==> src/rtl/core/vu32d_pkg.sv <==
package vu32d_pkg;

  // Result status codes.
  typedef enum logic [1:0] {
    ST_SUCCESS  = 2'd0,
    ST_OVERFLOW = 2'd1,
    ST_PARSE    = 2'd2
  } status_t;

  localparam int unsigned BYTE_W  = 8;
  localparam int unsigned VALUE_W = 32;
  localparam int unsigned COUNT_W = 8;
  localparam int unsigned GROUP_W = 7;

  // One input item: a byte of the buffer, or the end-of-buffer marker.
  typedef struct packed {
    logic [BYTE_W-1:0] data_byte;
    logic              buffer_exhausted;
  } in_t;

  // One result item.
  typedef struct packed {
    status_t            status;
    logic [VALUE_W-1:0] decoded_value;
    logic [COUNT_W-1:0] bytes_consumed;
  } out_t;

endpackage

==> src/rtl/core/vu32d_step.sv <==
module vu32d_step #(
  parameter int unsigned VALUE_BITS = 32
) (
  input  vu32d_pkg::in_t                                   item,
  input  logic [VALUE_BITS-1:0]                            acc,
  input  logic [$clog2((VALUE_BITS+6)/7+1)-1:0]            grp,
  input  logic                                             ovf,
  input  logic [vu32d_pkg::COUNT_W-1:0]                    cnt,
  output logic [VALUE_BITS-1:0]                            acc_next,
  output logic [$clog2((VALUE_BITS+6)/7+1)-1:0]            grp_next,
  output logic                                             ovf_next,
  output logic [vu32d_pkg::COUNT_W-1:0]                    cnt_next,
  output logic                                             emit,
  output vu32d_pkg::out_t                                  result
);

  localparam int unsigned GROUPS = (VALUE_BITS + 6) / 7;
  localparam int unsigned GW     = $clog2(GROUPS + 1);
  localparam int unsigned SW     = $clog2(GROUPS * 7 + 8);
  localparam int unsigned GRP_BITS = vu32d_pkg::GROUP_W;

  logic [vu32d_pkg::COUNT_W-1:0]     cnt_inc;
  logic [SW-1:0]                     shift;
  logic [SW-1:0]                     left;
  logic                              shift_full;
  logic                              left_small;
  logic [vu32d_pkg::BYTE_W-1:0]      high_part;
  logic                              too_wide;
  logic                              last_group;
  logic                              term;
  logic [VALUE_BITS+GRP_BITS-1:0]    placed;
  logic [VALUE_BITS-1:0]             added;

  always_comb begin
    cnt_inc    = (cnt == {vu32d_pkg::COUNT_W{1'b1}}) ? cnt
                                                     : cnt + vu32d_pkg::COUNT_W'(1);
    shift      = SW'(grp) * SW'(GRP_BITS);
    shift_full = (shift >= SW'(VALUE_BITS));
    left       = SW'(VALUE_BITS) - shift;
    left_small = !shift_full && (left < SW'(GRP_BITS));
    high_part  = item.data_byte >> left[2:0];
    too_wide   = left_small && (high_part != '0);
    last_group = (shift + SW'(GRP_BITS)) >= SW'(VALUE_BITS);
    term       = !item.data_byte[vu32d_pkg::BYTE_W-1];
    placed     = (VALUE_BITS+GRP_BITS)'(item.data_byte[GRP_BITS-1:0]) << shift;
    added      = acc + placed[VALUE_BITS-1:0];
  end

  always_comb begin
    acc_next              = acc;
    grp_next              = grp;
    ovf_next              = ovf;
    cnt_next              = cnt_inc;
    emit                  = 1'b0;
    result.status         = vu32d_pkg::ST_SUCCESS;
    result.decoded_value  = '0;
    result.bytes_consumed = cnt_inc;

    if (item.buffer_exhausted) begin
      // The number ends without its terminating byte.
      emit                  = 1'b1;
      result.status         = vu32d_pkg::ST_PARSE;
      result.bytes_consumed = cnt;
    end else if (ovf || shift_full || too_wide) begin
      // Skip up to and including the terminating byte.
      ovf_next = 1'b1;
      if (term) begin
        emit          = 1'b1;
        result.status = vu32d_pkg::ST_OVERFLOW;
      end
    end else if (term) begin
      emit                 = 1'b1;
      result.status        = vu32d_pkg::ST_SUCCESS;
      result.decoded_value = vu32d_pkg::VALUE_W'(added);
    end else begin
      acc_next = added;
      grp_next = grp + GW'(1);
      ovf_next = last_group;
    end

    if (emit) begin
      acc_next = '0;
      grp_next = '0;
      ovf_next = 1'b0;
      cnt_next = '0;
    end
  end

endmodule

==> src/rtl/core/varint_u32_decoder.sv <==
// Unsigned base-128 varint decoder, one byte per transfer.
//
// The byte channel (byte_valid, byte_ready, byte_data) carries one byte of
// the buffer per transfer, or an end-of-buffer marker when buffer_exhausted
// is set. The result channel (result_valid, result_ready, result_data)
// carries one result per finished number: status, the decoded value, and
// the number of bytes taken for it, saturating at 255.
//
// A byte is captured in an input register on its transfer edge and decoded
// from there into the result register once that register is free or is
// being emptied, and the result is offered from that result register. The
// decode step is one short shift, add and compare on the running state, so
// one byte per cycle is sustained as long as results are taken.
//
// When the receiver stalls, the pending result holds in the result
// register; the byte sitting in the input register waits, and byte_ready
// drops once that register is also full. Reset clears the running value,
// the group and byte counts, the overflow flag and both valid flags.
module varint_u32_decoder #(
  parameter int unsigned VALUE_BITS = 32
) (
  input  logic             clk,
  input  logic             rst,
  input  logic             byte_valid,
  output logic             byte_ready,
  input  vu32d_pkg::in_t   byte_data,
  output logic             result_valid,
  input  logic             result_ready,
  output vu32d_pkg::out_t  result_data
);

  localparam int unsigned GROUPS = (VALUE_BITS + 6) / 7;
  localparam int unsigned GW     = $clog2(GROUPS + 1);

  // Input register.
  logic                          s1_valid;
  vu32d_pkg::in_t                s1_item;

  // Running decode state.
  logic [VALUE_BITS-1:0]         acc;
  logic [GW-1:0]                 grp;
  logic                          ovf;
  logic [vu32d_pkg::COUNT_W-1:0] cnt;

  logic [VALUE_BITS-1:0]         acc_next;
  logic [GW-1:0]                 grp_next;
  logic                          ovf_next;
  logic [vu32d_pkg::COUNT_W-1:0] cnt_next;
  logic                          emit;
  vu32d_pkg::out_t               step_result;

  // The buffered byte is decoded when the result register is free or is
  // being emptied in this cycle.
  logic advance;

  assign advance    = s1_valid && (!result_valid || result_ready);
  assign byte_ready = !s1_valid || advance;

  vu32d_step #(
    .VALUE_BITS (VALUE_BITS)
  ) u_step (
    .item     (s1_item),
    .acc      (acc),
    .grp      (grp),
    .ovf      (ovf),
    .cnt      (cnt),
    .acc_next (acc_next),
    .grp_next (grp_next),
    .ovf_next (ovf_next),
    .cnt_next (cnt_next),
    .emit     (emit),
    .result   (step_result)
  );

  always_ff @(posedge clk) begin
    if (rst) begin
      s1_valid     <= 1'b0;
      result_valid <= 1'b0;
      acc          <= '0;
      grp          <= '0;
      ovf          <= 1'b0;
      cnt          <= '0;
    end else begin
      if (byte_ready) begin
        s1_valid <= byte_valid;
      end
      // A new result may replace the one taken in this same cycle.
      if (advance && emit) begin
        result_valid <= 1'b1;
      end else if (result_valid && result_ready) begin
        result_valid <= 1'b0;
      end
      if (advance) begin
        acc <= acc_next;
        grp <= grp_next;
        ovf <= ovf_next;
        cnt <= cnt_next;
      end
    end
  end

  // Payload registers carry no reset.
  always_ff @(posedge clk) begin
    if (byte_ready && byte_valid) begin
      s1_item <= byte_data;
    end
    if (advance && emit) begin
      result_data <= step_result;
    end
  end

  // A byte that could not be decoded stays put in the input register.
  a_s1_hold: assert property (@(posedge clk) disable iff (rst)
    s1_valid && !advance |=> s1_valid && $stable(s1_item))
    else $error("input register changed while stalled");

  // A successful number always took at least one byte.
  a_success_count: assert property (@(posedge clk) disable iff (rst)
    result_valid && result_data.status == vu32d_pkg::ST_SUCCESS
      |-> result_data.bytes_consumed != '0)
    else $error("success reported with no bytes consumed");

  // The group count never runs past the last group that fits.
  a_group_bound: assert property (@(posedge clk) disable iff (rst)
    grp <= GW'(GROUPS))
    else $error("group count out of range");

  // Once the value has overflowed, the running value is no longer grown.
  a_ovf_freeze: assert property (@(posedge clk) disable iff (rst)
    ovf && advance && !emit |=> $stable(acc) && $stable(grp))
    else $error("running value changed while skipping");

  // Status code 3 is never produced.
  a_status_code: assert property (@(posedge clk) disable iff (rst)
    result_valid |-> (result_data.status == vu32d_pkg::ST_SUCCESS ||
                      result_data.status == vu32d_pkg::ST_OVERFLOW ||
                      result_data.status == vu32d_pkg::ST_PARSE))
    else $error("invalid result status");

endmodule
==> config.mk <==
export PLATFORM = sky130hd
export DESIGN_NAME = varint_u32_decoder
export DESIGN_NICKNAME = d
export VERILOG_FILES = /design/src/rtl/core/vu32d_pkg.sv /design/src/rtl/core/vu32d_step.sv /design/src/rtl/core/varint_u32_decoder.sv
export SDC_FILE = /design/constraint.sdc
export NUM_CORES = 1
export LEC_CHECK = 0
export BUFFER_PORTS_ARGS = -buffer_cell sky130_fd_sc_hd__buf_2
export CORE_MARGIN = 5
export CORE_UTILIZATION = 65
export CTS_CLUSTER_SIZE = 40
export DETAILED_ROUTE_END_ITERATION = 8
export PLACE_DENSITY = 0.95
export SKIP_CTS_REPAIR_TIMING = 1
export SLEW_MARGIN = 20
export SYNTH_ARGS = -nofsm -noshare
export SYNTH_HDL_FRONTEND = slang
export SYNTH_SLANG_ARGS = --single-unit
export TNS_END_PERCENT = 5
==> constraint.sdc <==
create_clock -name clk -period 5.69 [get_ports clk]
set_input_delay 0.569 -clock clk [delete_from_list [all_inputs] [get_ports clk]]
set_output_delay 0.569 -clock clk [all_outputs]
set_load 0.05 [all_outputs]
==> flow_summary.ini, run 1 <==
[outcome]
status = completed

[synth]
synth_cells = 643
async_flop_share_pct = 0
synth_area_leaders = edfxtp_1 26%, dfxtp_1 15%, ha_1 8.0%, nor2_1 5.0%, a21oi_1 3.9%
syn_nets = 698
synth_seq_cells = 97
ys_seq_area_share_pct = 41.1
synth_common_cells = 79 x nor2_1, 53 x nand2_1, 51 x edfxtp_1
synth_edf_count = 51
synth.most_common_cell = nor2_1
syn-cell-area_mm2 = 0.00597
synth_area_leader_cell = edfxtp_1
yosysWarnings = 0
synth_top_area_share_pct = 25.6
synth.distinct_cells = 72
synth.avg_cell_area_um2 = 9.29
synth_ff_type = edfxtp_1

[clock_network]
cts_tree = done
clock-sinks = 97
clockBufferDepth = 2
h-tree-depth = 3
worstSkewPairLatency_ps = 370
clockRootBuffer = clkbuf_8
path_clk_slew_ps = 100
numCtsBuffers = 9

[global_routing]
grt_start_max_net_pins = 45
antenna_found_initial = 0
grt_pass1_wl_mm = 24.8
grt_overflow = 0
grt_pass1_vias = 5123
track_usage_pct = 27.4

[routing]
wirelength_mm = 14.8
vias_per_cell = 6.37
final_antenna_net_count = 0
drc = 0
routedWlPerCell_um = 18.4
route.vias.total = 5107
drt_iter0_markers = 494
first_pass_iters = 6

[finish]
ff_latch_area_mm2 = 0.00245
drive_gt1_share_pct = 13.9
n_fill_cell = 716
final_cells = 802
multi_input_area_mm2 = 0.00333
area_growth_pct = 8.84
diodes = 0
final_nets = 741

[die]
start_util_pct = 65.6
die_area_mm2 = 0.0112
core_mm2 = 0.00911
die_y_um = 106
die_x_um = 106
rows = 35
pin_count = 57

[worst_setup_path]
worstPathRequired_ps = 5930
cp_max_fo = 26
crit_slowest_cell = dfxtp_1
cp_data_arrival_time_ps = 4550
path_common_cell = fa_1
endpoint_kind = flop
slowest_delay_ps = 740
worstPathCellList = fa_1 > ha_1 > inv_1 > fa_1 > nor4b_2 > a22oi_2 > nor4_4 > nor3_2 > nand2_2 > o21ba_1
cp-start-kind = flop
worstSetupPathType = flop to flop

[power_and_ir_drop]
swShare_pct = 27.5
combPwrFrac_pct = 9.6
clkPwrFrac_pct = 34.8
peakVddDrop_uv = 146
p_sw_mw = 0.379
p_int_mw = 0.997
power_frac_seq_pct = 55.6
leakage_nw = 2.62
power_density_mw_per_mm2 = 212

[timing]
fin_skew_ps = 12.4
hold_viol_final = 0
relSlewSlack_pct = 29.5
setup_viol = 0
worstMarginPinSlew_ps = 1060
finalCritPeriodShare_pct = 75.8
fin_setup_tns_ps = 0
slew_violations = 0
max_freq_mhz = 232
finalCriticalPeriod_ps = 4310
rsz0062_at_grt = false

[placement]
routabilityCongestion = 0.964
numPortBuffers = 56
dp_hpwl_mm = 10.9
dp_cells = 786

[hold_path]
hp-class = input port to flop

[flow_run]
drv_cap = 0
==> final cells by class <==
type	count	area share, %
Clock buffer	9	1.91
Clock inverter	7	1.37
Inverter	19	1.10
Multi-Input combinational cell	501	51.2
Sequential cell	97	37.7
Tap cell	111	2.14
Timing Repair Buffer	58	4.54
==> worst max-delay path: cells and delay by family (launching register included) <==
kind / cells / cell delay, ps
AND/OR/NAND/NOR: 4 / 1500
AO/OA/AOI/OAI: 2 / 630
buffers and inverters: 1 / 100
adder cells (fa/ha/maj): 3 / 1200
flip-flops: 1 / 740
==> placed cells by master, fill, tap and decap left out, drive strengths merged, types with 19 or more instances in the layout <==
| cell | synthesis | final |
|---|---|---|
| inv | 19 | 21 |
| o21ai | 43 | 43 |
| nand2 | 54 | 54 |
| nor2 | 79 | 79 |
| dfxtp | 46 | 46 |
| a22oi | 19 | 19 |
| ha | 38 | 38 |
| a21oi | 48 | 48 |
| xnor2 | 21 | 21 |
| buf | 9 | 58 |
| edfxtp | 51 | 51 |
| and3 | 27 | 27 |
==> routing by layer <==
metal	share of wire [%]	global-route usage, %	wire, um	vias up
li1	-	-	-	2429
met1	43	36.1	6320	2415
met2	48	45.4	7020	227
met3	6.9	4.29	1020	36
met4	2.8	10.6	411	0
met5	0	0	0	-
==> path summary, 6_finish.rpt <==
check	cells after the start	endpoint	slack, ps	from
min	1	s1_item[0]$_DFFE_PP_	370	byte_data[0]
max	10	result_data[26]$_SDFFCE_PP0P_	1380	grp[1]$_SDFFE_PP0P_
max reg2reg	10	result_data[26]$_SDFFCE_PP0P_	1380	grp[1]$_SDFFE_PP0P_
min reg2reg	2	acc[22]$_SDFFE_PP0P_	470	acc[22]$_SDFFE_PP0P_
==> metrics by stage <==
stage / hold slack [ps] / power [mW] / cell area (um2) / worst slack, ps / utilization, %
after global placement: 440 / 0.908 / 6290 / 1680 / 69.0
final: 366 / 1.38 / 6500 / 1380 / 71.4
after floorplan: 424 / 0.877 / 5970 / 2290 / -
after CTS: 352 / 1.38 / 6500 / 1430 / 71.4
after global routing: 351 / 1.43 / 6500 / 1100 / 71.4
after detailed placement: 456 / 0.912 / 6290 / 1450 / 69.0
==> cell families (layout without fill, tap and decap cells) <==
group	after synthesis	in the layout	synth area share [%]
fa+ha+maj	42	42	9.30
flops	97	97	41.1
xor+xnor	33	33	4.84
mux	6	6	1.05
simple gates	245	245	20.8
buf+inv	45	93	3.37
compound gates	175	175	19.6
==> power groups by stage <==
stage / clock network, mW / logic, mW / registers [mW]
4_1_cts: 0.484 / 0.132 / 0.765
5_1_grt: 0.518 / 0.141 / 0.767
3_5_place_dp: 0 / 0.131 / 0.781
2_1_floorplan: 0 / 0.0612 / 0.816
6_report: 0.479 / 0.132 / 0.765
3_3_place_gp: 0 / 0.128 / 0.780
==> state kept, by name (all words and copies together), names as in the netlist <==
register,count
result_data,42
acc,32
s1_item,9
cnt,8
grp,3
ovf,1
result_valid,1
s1_valid,1
(Power assumes the default switching activity.)
==> run 2: changes to the inputs <==
- ABC_AREA: not set -> 1
- CORE_UTILIZATION: 65 -> 55
- PLACE_DENSITY: 0.95 -> 0.87
- clock period: 5.69 -> 3.85 ns (I/O delays scaled with it)
==> run 2 against run 1 <==
Sequential cell count is the same. Final area rose by 15%. Highest routed layer unchanged. Via count up 27%. Worst hold slack got worse by 170 ps.
==> flow_summary.ini, run 2 <==
[die]
die_area_mm2 = 0.0146
die_y_um = 121
start_util_pct = 56.1
core_mm2 = 0.0121
die_x_um = 121
rows = 40
pin_count = 57

[worst_setup_path]
crit_slowest_cell = dfxtp_1
rr_worst_depth = 14
crit_buf_inv = 4
worstPathCellList = fa_1 > ha_1 > inv_1 > fa_1 > inv_1 > nor2_1 > a21oi_1 > nor2_1 > nand2_2 > nand2_2 > inv_2 > nand3_2 > buf_4 > a21oi_1
cp_data_arrival_time_ps = 3460
cp_max_fo = 19
critPathLaunch = grp[1]$_SDFFE_PP0P_
cp-start-kind = flop
worstSetupPathType = flop to flop
r2r_setup_slack_ps = 590
slowest_delay_ps = 490
r2r_start = grp[1]$_SDFFE_PP0P_
endpoint_kind = flop
r2r-end = result_data[36]$_SDFFCE_PP0P_
worstPathRequired_ps = 4050
cp_top_family = adder cells

[synth]
synth_top_area_share_pct = 22.6
synth.distinct_cells = 30
syn-cell-area_mm2 = 0.00677
yosysWarnings = 0
ys_seq_area_share_pct = 36.2
syn_nets = 1075
synth_ff_type = edfxtp_1
synth_area_leader_cell = edfxtp_1
synth_common_cells = 352 x nand2_1, 179 x inv_1, 105 x nor2_1
synth.most_common_cell = nand2_1
async_flop_share_pct = 0
synth_cells = 1020
synth_seq_cells = 97
synth.avg_cell_area_um2 = 6.64
synth_area_leaders = edfxtp_1 23%, nand2_1 20%, dfxtp_1 14%, inv_1 9.9%, ha_1 7.0%
synth_edf_count = 51

[timing]
fin_skew_ps = 10.5
finalCritPeriodShare_pct = 84.6
worstMarginPinSlew_ps = 947
finalWorstSetupSlack_ps = 593
slew_violations = 0
fin_setup_tns_ps = 0
max_freq_mhz = 307
relSlewSlack_pct = 36.9
rsz0062_at_grt = false
setup_viol = 0
finalCriticalPeriod_ps = 3260
hold_viol_final = 0
hold_slack_ps = 201

[routing]
drt_iter0_markers = 636
wirelength_mm = 17.8
first_pass_iters = 9
route.vias.total = 6464
drc = 0
vias_per_cell = 5.21
routedWlPerCell_um = 14.3
final_antenna_net_count = 0

[clock_network]
clockBufferDepth = 2
cts_tree = done
numCtsBuffers = 9
path_clk_slew_ps = 70
clock-sinks = 97
worstSkewPairLatency_ps = 360
h-tree-depth = 3
clockRootBuffer = clkbuf_16

[global_routing]
grt_pass1_wl_mm = 28.8
grt_start_max_net_pins = 47
track_usage_pct = 24.9
grt_pass1_vias = 5981
grt_overflow = 0
antenna_found_initial = 0

[finish]
largestRegisters = result_data x42, acc x32, s1_item x9
largest_reg_flops = 42
layout_common_cells = 352 x nand2_1, 179 x inv_1, 104 x nor2_1
ff_latch_area_mm2 = 0.00245
final_nets = 1123
final_cells = 1241
area_growth_pct = 10.9
multi_input_area_mm2 = 0.00352
n_fill_cell = 1075
finish.utilization_pct = 62.2
top_register = result_data
drive_gt1_share_pct = 8.29
final_common_cell = nand2_1
diodes = 0

[placement]
numPortBuffers = 56
dp_cells = 1225
dp_hpwl_mm = 13.2
dpl_worst_slack_ps = 642
routabilityCongestion = 1.04

[power_and_ir_drop]
swShare_pct = 25.7
clkPwrFrac_pct = 42.5
leakage_nw = 3.75
power_frac_seq_pct = 47.8
p_sw_mw = 0.606
peakVddDrop_uv = 227
power_density_mw_per_mm2 = 314
combPwrFrac_pct = 9.7
p_int_mw = 1.75

[hold_path]
hp-class = input port to flop
hold_start = byte_data[5]
hold_depth = 1
min_to = s1_item[5]$_DFFE_PP_

[flow_run]
drv_cap = 0

[outcome]
status = completed
run 2: cell count changes in the layout (fill, tap and decap cells not counted), sizes merged, moves of 9 or more:
| cell | before | now |
|---|---|---|
| and3 | 27 | 0 |
| nor2b | 15 | 0 |
| a21oi | 48 | 80 |
| and2 | 14 | 5 |
| o21ai | 43 | 11 |
| a31oi | 9 | 0 |
| nand3 | 7 | 71 |
| a22oi | 19 | 0 |
| nand2 | 54 | 354 |
| inv | 21 | 184 |
| nor2 | 79 | 107 |
| xnor2 | 21 | 7 |
run 2: metrics by stage:
stage               area, um2  total power, mW
floorplan                6770             1.32
global placement         7180             1.37
detailed placement       7180             1.37
CTS                      7510             2.36
global route             7510             2.44
finish                   7510             2.36
run 2: power groups by stage:
stage	Combinational [mW]	Clock, mW	Sequential [mW]
floorplan	0.104	0	1.21
global placement	0.225	0	1.15
detailed placement	0.225	0	1.15
CTS	0.227	1.01	1.13
global route	0.245	1.07	1.13
finish	0.228	1.00	1.13
run 2: cells by family (layout without fill, tap and decap cells):
family	Yosys count	in the layout	synth area share, %
and+or+nand+nor	556	556	33.4
DFF	97	97	36.2
adders and majority gates	42	42	8.21
xor gates and xnor gates	22	22	2.85
buffers and inverters	206	259	11.9
AOI/OAI and AO/OA	97	97	7.39
run 2: layout make-up:
| class | instances | share of cell area, % |
|---|---|---|
| clock buffer | 10 | 3.18 |
| sequential | 97 | 32.7 |
| tap | 168 | 2.80 |
| clock inverter | 6 | 1.20 |
| inverter | 183 | 9.15 |
| timing repair buffer | 60 | 4.13 |
| multi-input combinational | 717 | 46.9 |
run 2: layer usage:
metal	part of all wire (%)	up-vias	track usage [%]
li1	-	3262	-
met1	42	2853	32.5
met2	45	302	39.7
met3	9.4	47	4.76
met4	3.3	0	11.5
met5	0	-	0
run 2: worst max-delay path by stage:
stage                                         end  slack, ps  cells after the start
floorplan                     grp[0]$_SDFFE_PP0P_        450                      7
global placement    result_data[36]$_SDFFCE_PP0P_        730                     14
detailed placement  result_data[36]$_SDFFCE_PP0P_        640                     13
CTS                 result_data[36]$_SDFFCE_PP0P_        610                     14
global route        result_data[35]$_SDFFCE_PP0P_        360                     14
finish              result_data[36]$_SDFFCE_PP0P_        590                     14
run 2: worst register-to-register path: cells and delay by family (launching register included):
kind                       cells  cell delay [ps]
adders and majority gates      3             1090
AOI/OAI and AO/OA              2              270
DFF                            1              490
and+or+nand+nor                5              640
buffers and inverters          4              620
